$ cat src/aus_pkg.sv
`default_nettype none
package aus_pkg;

  localparam int QUEUE_DEPTH_DEF = 4;
  localparam int CFG_IDX_W = 1;

  localparam logic [CFG_IDX_W-1:0] REG_STRIP = 1'd0;
  localparam logic [CFG_IDX_W-1:0] REG_UPPER = 1'd1;

  typedef struct packed {
    logic [7:0] text_byte;
    logic       end_of_text;
  } in_t;

  typedef struct packed {
    logic [7:0] out_byte;
    logic       last_of_run;
  } out_t;

  // Raw bytes of one input item's output, before upper casing; n is 1..3.
  typedef struct packed {
    logic [2:0][7:0] bytes;
    logic [1:0]      n;
  } run_t;

  // Code points U+00C0..U+017F.
  localparam logic [8*192-1:0] MAP_LO = {
    "AAAAAA1CEEEEIIII", "DNOOOOO.OUUUUY.s",
    "aaaaaa2ceeeeiiii", ".nooooo.ouuuuy.y",
    "AaAaAaCcCcCcCcDd", "DdEeEeEeEeEeGgGg",
    "GgGgHhHhIiIiIiIi", "Ii34JjKk.LlLlLlL",
    "lLlNnNnNnn..OoOo", "Oo56RrRrRrSsSsSs",
    "SsTtTtTtUuUuUuUu", "UuUuWwYyYZzZzZzs"
  };

  // Code points U+0180..U+01FF.
  localparam logic [8*128-1:0] MAP_HI = {
    "................", "..f.............",
    "Oo.............U", "u...............",
    ".............AaI", "iOoUuUuUuUuUu...",
    "................", "..........Aa12Oo"
  };

  // Offset from U+00C0, 0..319.
  function automatic logic [7:0] latin_code(input logic [8:0] ofs);
    logic [8:0] hi_ofs;
    hi_ofs = ofs - 9'd192;
    if (ofs < 9'd192) begin
      latin_code = MAP_LO[8*(191 - ofs[7:0]) +: 8];
    end else begin
      latin_code = MAP_HI[8*(127 - hi_ofs[6:0]) +: 8];
    end
  endfunction

endpackage
`default_nettype wire

$ cat src/aus_front.sv
`default_nettype none
module aus_front import aus_pkg::*; (
  input  wire logic clk,
  input  wire logic rst,
  input  wire logic accept,
  input  wire in_t  data,
  input  wire logic strip_enable,
  output run_t      run,
  output logic      run_valid
);

  logic [7:0] p0, p1, p0_next, p1_next;
  logic [1:0] pc, pc_next;

  logic [7:0]  b;
  logic        cont, lead, need3, complete, hit;
  logic [1:0]  c, n, rn;
  logic [2:0][7:0] r;
  logic [15:0] cp;
  logic [7:0]  code, rep0, rep1;
  logic [8:0]  ofs;

  // Replacement lookup for a complete sequence.
  always_comb begin
    b     = data.text_byte;
    need3 = (p0 >= 8'hE0);
    cp    = need3 ? {p0[3:0], p1[5:0], b[5:0]} : {5'd0, p0[4:0], b[5:0]};
    ofs   = cp[8:0] - 9'h0C0;
    code  = latin_code(ofs);
    hit   = 1'b1;
    rn    = 2'd1;
    rep0  = code;
    rep1  = 8'h00;
    if (cp == 16'h1EBC) begin
      rep0 = "E";
    end else if (cp == 16'h1EBD) begin
      rep0 = "e";
    end else if (cp < 16'h00C0 || cp > 16'h01FF) begin
      hit = 1'b0;
    end else begin
      case (code)
        ".": hit = 1'b0;
        "1": begin rep0 = "A"; rep1 = "E"; rn = 2'd2; end
        "2": begin rep0 = "a"; rep1 = "e"; rn = 2'd2; end
        "3": begin rep0 = "I"; rep1 = "J"; rn = 2'd2; end
        "4": begin rep0 = "i"; rep1 = "j"; rn = 2'd2; end
        "5": begin rep0 = "O"; rep1 = "E"; rn = 2'd2; end
        "6": begin rep0 = "o"; rep1 = "e"; rn = 2'd2; end
        default: ;
      endcase
    end
  end

  always_comb begin
    cont     = (b[7:6] == 2'b10);
    lead     = (b >= 8'hC0) && (b <= 8'hEF);
    c        = (pc == 2'd3) ? 2'd2 : pc;
    complete = need3 ? (c == 2'd2) : 1'b1;
    p0_next  = p0;
    p1_next  = p1;
    pc_next  = pc;
    r        = '0;
    n        = 2'd0;
    if (pc != 2'd0 && cont) begin
      if (complete) begin
        if (strip_enable && hit) begin
          r[0] = rep0;
          r[1] = rep1;
          n    = rn;
        end else begin
          r[0] = p0;
          n    = 2'd1;
          if (c == 2'd2) begin
            r[1] = p1;
            n    = 2'd2;
          end
          r[n] = b;
          n    = n + 2'd1;
        end
        pc_next = 2'd0;
      end else begin
        p1_next = b;
        pc_next = 2'd2;
      end
    end else begin
      // Flush a broken sequence, then treat the byte as fresh.
      if (pc != 2'd0) begin
        r[0] = p0;
        n    = 2'd1;
        if (c == 2'd2) begin
          r[1] = p1;
          n    = 2'd2;
        end
      end
      pc_next = 2'd0;
      if (lead) begin
        p0_next = b;
        pc_next = 2'd1;
      end else begin
        r[n] = b;
        n    = n + 2'd1;
      end
    end
    if (data.end_of_text) begin
      if (pc_next != 2'd0 && n != 2'd3) begin
        r[n] = p0_next;
        n    = n + 2'd1;
      end
      if (pc_next[1] && n != 2'd3) begin
        r[n] = p1_next;
        n    = n + 2'd1;
      end
      pc_next = 2'd0;
    end
    run.bytes = r;
    run.n     = n;
    run_valid = accept && (n != 2'd0);
  end

  always_ff @(posedge clk) begin
    if (rst) begin
      pc <= 2'd0;
      p0 <= 8'h00;
      p1 <= 8'h00;
    end else if (accept) begin
      pc <= pc_next;
      p0 <= p0_next;
      p1 <= p1_next;
    end
  end

endmodule
`default_nettype wire

$ cat src/aus_queue.sv
`default_nettype none
module aus_queue import aus_pkg::*; #(
  parameter int DEPTH = QUEUE_DEPTH_DEF
) (
  input  wire logic clk,
  input  wire logic rst,
  input  wire logic push,
  input  wire run_t wr_run,
  input  wire logic pop,
  output run_t      head,
  output logic      empty,
  output logic      full
);

  localparam int PW = $clog2(DEPTH);

  run_t          mem [DEPTH];
  logic [PW-1:0] wr_ptr, rd_ptr;
  logic [PW:0]   count;

  assign empty = (count == '0);
  assign full  = (count == (PW+1)'(DEPTH));
  assign head  = mem[rd_ptr];

  always_ff @(posedge clk) begin
    if (push) begin
      mem[wr_ptr] <= wr_run;
    end
  end

  always_ff @(posedge clk) begin
    if (rst) begin
      wr_ptr <= '0;
      rd_ptr <= '0;
      count  <= '0;
    end else begin
      if (push) begin
        wr_ptr <= (wr_ptr == PW'(DEPTH-1)) ? '0 : wr_ptr + 1'b1;
      end
      if (pop) begin
        rd_ptr <= (rd_ptr == PW'(DEPTH-1)) ? '0 : rd_ptr + 1'b1;
      end
      if (push && !pop) begin
        count <= count + 1'b1;
      end else if (pop && !push) begin
        count <= count - 1'b1;
      end
    end
  end

endmodule
`default_nettype wire

$ cat src/aus_back.sv
`default_nettype none
module aus_back import aus_pkg::*; (
  input  wire logic clk,
  input  wire logic rst,
  input  wire run_t head,
  input  wire logic empty,
  input  wire logic upper_enable,
  output logic      pop,
  output logic      out_valid,
  input  wire logic out_stall,
  output out_t      out_data
);

  logic [1:0] k;
  logic       load, take, last;
  logic [7:0] bsel, bcase;

  always_comb begin
    load  = !out_valid || !out_stall;
    take  = load && !empty;
    last  = (k == head.n - 2'd1);
    pop   = take && last;
    bsel  = head.bytes[k];
    bcase = bsel;
    if (upper_enable && bsel >= "a" && bsel <= "z") begin
      bcase = bsel - 8'h20;
    end
  end

  always_ff @(posedge clk) begin
    if (rst) begin
      k         <= 2'd0;
      out_valid <= 1'b0;
    end else if (load) begin
      out_valid <= take;
      if (take) begin
        k <= last ? 2'd0 : k + 2'd1;
      end
    end
  end

  always_ff @(posedge clk) begin
    if (take) begin
      out_data.out_byte    <= bcase;
      out_data.last_of_run <= last;
    end
  end

endmodule
`default_nettype wire

$ cat src/utf8_accent_strip_upper_unit.sv
// channel | handshake              | payload
// in      | in_valid / in_stall    | in_data  (text_byte, end_of_text)
// out     | out_valid / out_stall  | out_data (out_byte, last_of_run)
// cfg     | cfg_valid / cfg_ready  | cfg_index, cfg_data
//
// One input byte is taken per cycle; in_stall rises while the run queue is
// full and no byte is taken then. Any results go into the queue, and the
// output register sends one byte per cycle while out_stall is low, so an
// item with k results holds the back end until all k are sent.
// Reset clears held bytes, the queue and sets both enables.
`default_nettype none
module utf8_accent_strip_upper_unit import aus_pkg::*; #(
  parameter int QUEUE_DEPTH = QUEUE_DEPTH_DEF
) (
  input  wire logic                 clk,
  input  wire logic                 rst,
  input  wire logic                 in_valid,
  output logic                      in_stall,
  input  wire in_t                  in_data,
  output logic                      out_valid,
  input  wire logic                 out_stall,
  output out_t                      out_data,
  input  wire logic                 cfg_valid,
  output logic                      cfg_ready,
  input  wire logic [CFG_IDX_W-1:0] cfg_index,
  input  wire logic                 cfg_data
);

  logic strip_enable, upper_enable;
  logic accept, push, pop, empty, full;
  run_t run, head;

  assign cfg_ready = 1'b1;
  assign in_stall  = full;
  assign accept    = in_valid && !in_stall;

  always_ff @(posedge clk) begin
    if (rst) begin
      strip_enable <= 1'b1;
      upper_enable <= 1'b1;
    end else if (cfg_valid && cfg_ready) begin
      case (cfg_index)
        REG_STRIP: strip_enable <= cfg_data;
        REG_UPPER: upper_enable <= cfg_data;
        default: ;
      endcase
    end
  end

  aus_front u_front (
    .clk          (clk),
    .rst          (rst),
    .accept       (accept),
    .data         (in_data),
    .strip_enable (strip_enable),
    .run          (run),
    .run_valid    (push)
  );

  aus_queue #(.DEPTH(QUEUE_DEPTH)) u_queue (
    .clk    (clk),
    .rst    (rst),
    .push   (push),
    .wr_run (run),
    .pop    (pop),
    .head   (head),
    .empty  (empty),
    .full   (full)
  );

  aus_back u_back (
    .clk          (clk),
    .rst          (rst),
    .head         (head),
    .empty        (empty),
    .upper_enable (upper_enable),
    .pop          (pop),
    .out_valid    (out_valid),
    .out_stall    (out_stall),
    .out_data     (out_data)
  );

endmodule
`default_nettype wire

$ cat config.mk
export PLATFORM = sky130hd
export DESIGN_NAME = utf8_accent_strip_upper_unit
export DESIGN_NICKNAME = d
export VERILOG_FILES = /design/src/aus_pkg.sv /design/src/aus_front.sv /design/src/aus_queue.sv /design/src/aus_back.sv /design/src/utf8_accent_strip_upper_unit.sv
export SDC_FILE = /design/constraint.sdc
export NUM_CORES = 1
export LEC_CHECK = 0
export BUFFER_PORTS_ARGS = -buffer_cell sky130_fd_sc_hd__buf_2
export CORE_MARGIN = 3
export CORE_UTILIZATION = 56
export DETAILED_ROUTE_END_ITERATION = 8
export GPL_ROUTABILITY_DRIVEN = 0
export GPL_TIMING_DRIVEN = 0
export PLACE_DENSITY_LB_ADDON = 0.25
export SYNTH_ARGS = -nofsm -noshare
export SYNTH_HDL_FRONTEND = slang
export SYNTH_SLANG_ARGS = --single-unit
export TNS_END_PERCENT = 10
$ cat constraint.sdc
create_clock -name clk -period 10 [get_ports clk]
set_input_delay 2 -clock clk [delete_from_list [all_inputs] [get_ports clk]]
set_output_delay 2 -clock clk [all_outputs]
set_load 0.05 [all_outputs]
==> results by group <==
STA
  • Final slew viol count: 0
  • Final Setup Violations: 0
  • Worst Tran Pin Value: 0.852 ns
  • Setup TNS: 0 ns
  • Fmax: ~110 MHz
  • RSZ-0062 raised after global routing: false
  • Final Cycle Share: 90.5%
  • Clock period minus worst slack: 9.05 ns
  • Rel. slew slack: 43.2%
  • Clk_skew: 0.00967 ns
  • Hold_ws: 0.466 ns
  • Final Hold Fails: 0

Route
  • Antenna-violating nets left: 0
  • DRC violation count after routing: 0
  • First drt pass iteration count: 6
  • Vias/cell: 6.79
  • Final WL: 25.6 mm
  • Initial DRC count: 1372
  • Avg WL per Cell: 22.6 um
  • Via count: 7706

Clock tree
  • Deepest clock path buffer count: 2
  • Clock Sinks: 145
  • Later-pin clock latency in the skew report: 0.43 ns
  • Total CTS buffers: 17
  • CTS root buffer: clkbuf_16
  • H-tree Lvls: 4
  • Post-cts resize count: 0
  • CTS tree: yes
  • Post CTS Setup Buffer Count: 0
  • Clock slew seen by the registers of the worst setup and hold paths: 0.06 ns
  • Post-cts hold buffer count: 0

Synth
  • Mapped Nets: 909
  • Top area cells in the synthesized netlist: edfxtp_1 (38%), dfxtp_1 (7.1%), mux4_2 (6.5%)
  • Main synth FF type: edfxtp_1
  • Post-synth EDFFs: 113
  • Ys Warns: 0
  • Mapped Cells: 868
  • Cell variety after synth: 88
  • Mapped cell area: about 0.009 mm2
  • Seq cells post-synth: 145
  • Ys async rst share: 0%
  • Yosys top cell by area: edfxtp_1
  • Sequential element share of the synthesized area: 44.6%
  • Yosys top cell area share: 37.5%
  • Mean post-synth cell area: between 10 and 15 um2

Cells and area
  • Area of the multi-input gates: ~0.0046 mm2
  • Antenna diodes: 0
  • Most frequent cells in the layout: edfxtp_1 (113), nor2_1 (78), nand2_1 (74)
  • Layout area overhead: 11.2%
  • Fill count: about 1200
  • Leading cell type in the layout, fill and taps excluded: edfxtp_1
  • Seq. cell area: approximately 0.0040 mm2
  • Share of cells above drive strength 1: roughly 15%
  • Final #Nets: 952

Flow run
  • Max-Cap Viols: 0

Worst setup path
  • Worst setup path category: in -> reg
  • Worst setup EP type: flop
  • CP required: 10.35 ns
  • Crit Path Max Fanout: 10
  • Worst path bufs/invs: 9
  • Critical Path Source Type: input port
  • Arrival @ worst endpoint: 9.40 ns
  • CP max-delay cell: nor2_1
  • CP peak stage delay: ~0.43 ns
  • R2R Setup Slk: 1.72 ns
  • Crit path top cell by count: buf_2
  • Critical path's top delay family: compound AO/OA/AOI/OAI gates

Floorplanning
  • Initial Util: about three fifths
  • I/O Pins: 28
  • Die H: 133 um
  • Site Rows: 45
  • DIE WIDTH: 133 um
  • DIE AREA: 0.0177 mm2
  • Core area: approximately 0.015 mm2

Outcome
  • Status: finished, final reports clean

Hold path
  • Worst min-delay path class: reg -> reg

Power and ir drop
  • Leak: ~3.4 nW
  • Maximum vdd drop: around 0.00015 V
  • Power per cell area: 206 mW/mm2

GRT
  • Largest net degree at the start of global routing: 27
  • First-pass GRT wire length: between 40 and 50 mm
  • GRT Residual Overflow: 0
  • Vias in the first global route: roughly 7300
  • Initial antenna violation count: 0
  • Total global-route track usage: 29.4%

Place
  • Final HPWL DP: around 18 mm
  • PortBufs: 23
==> stage by stage <==
stage	area, um2	utilization, %	power (mW)	cells	setup WS [ns]
final	10100	64.9	2.07	1135	0.950
after global placement	9420	60.8	1.40	1102	0.613
after global routing	10100	64.9	2.16	1135	0.580
after detailed placement	9420	60.8	1.42	1102	0.527
after floorplan	9040	-	1.26	868	2.14
after CTS	10000	64.7	2.07	1134	0.974
==> worst paths after layout <==
check                                      start                to  depth (start not counted)
worst min register to register  u_back.out_valid  u_back.out_valid                          2
worst max register to register     u_front.p0[6]  u_queue.count[2]                         31
worst max-delay path                  in_data[2]  u_queue.count[2]                         31
worst min-delay path            u_back.out_valid  u_back.out_valid                          2
==> registers in the layout, indices dropped and copies added, names as in the netlist, named ones only <==
name	cells
u_queue.wr_ptr	2
u_back.k	2
strip_enable	1
u_back.out_data	9
upper_enable	1
u_back.out_valid	1
u_queue.mem	104
u_queue.count	3
u_front.p0	8
u_front.pc	2
u_front.p1	8
u_queue.rd_ptr	2
==> synth_stat cells, types with 20 or more instances <==
cell      instances
edfxtp_1        113
nor2_1           78
nand2_1          74
a21oi_1          49
o21ai_0          44
mux2i_1          38
clkbuf_1         36
dfxtp_1          32
mux4_2           26
ha_1             24
nor3_1           23
nand3_1          21
buf_2            20
==> layer usage <==
layer  vias up  global-route usage (%)  routed length [um]  share of wire [%]
met2       517                    47.0               11700                 46
met3       117                    6.31                2490                9.7
met4         0                    12.2                1130                4.4
met1      3621                    38.9               10300                 40
li1       3451                       -                   -                  -
met5         -                       0                   0                  0
==> layout make-up <==
type                    count  share of cell area [%]
repair buffers             24                    1.42
flip-flops and latches    145                    40.1
multi-input cells         639                    46.2
inverters                  17                   0.635
plain buffers              67                    3.06
clock inverters            13                    1.57
well taps                 211                    2.63
clock buffers              19                    4.41
==> worst register-to-register path, delay by kind of cell (launching register included) <==
kind | cells | cell delay [ns]
AO/OA/AOI/OAI | 11 | 2.57
buffers and inverters | 8 | 1.66
adder cells (fa/ha/maj) | 5 | 1.53
AND/OR/NAND/NOR | 5 | 1.40
flip-flops | 1 | 0.48
multiplexers | 1 | 0.38
XOR/XNOR | 1 | 0.18
==> cells by family after synthesis <==
kind of cell             synth area share [%]
AND/OR/NAND/NOR                          15.4
buffers and inverters                    4.11
AO/OA/AOI/OAI                            19.8
multiplexers                             11.7
other                                  0.0415
flip-flops                               44.6
adder cells (fa/ha/maj)                  3.54
XOR/XNOR                                0.775
==> power breakdown <==
part / switching [mW] / total, mW / internal (mW) / leakage (nW)
Clock: 0.251 / 0.650 / 0.399 / 0.288
Combinational: 0.403 / 0.630 / 0.227 / 1.82
Sequential: 0.0310 / 0.786 / 0.755 / 1.33
Total: 0.686 / 2.07 / 1.38 / 3.43
No activity file was read; power rests on OpenSTA's default activity.
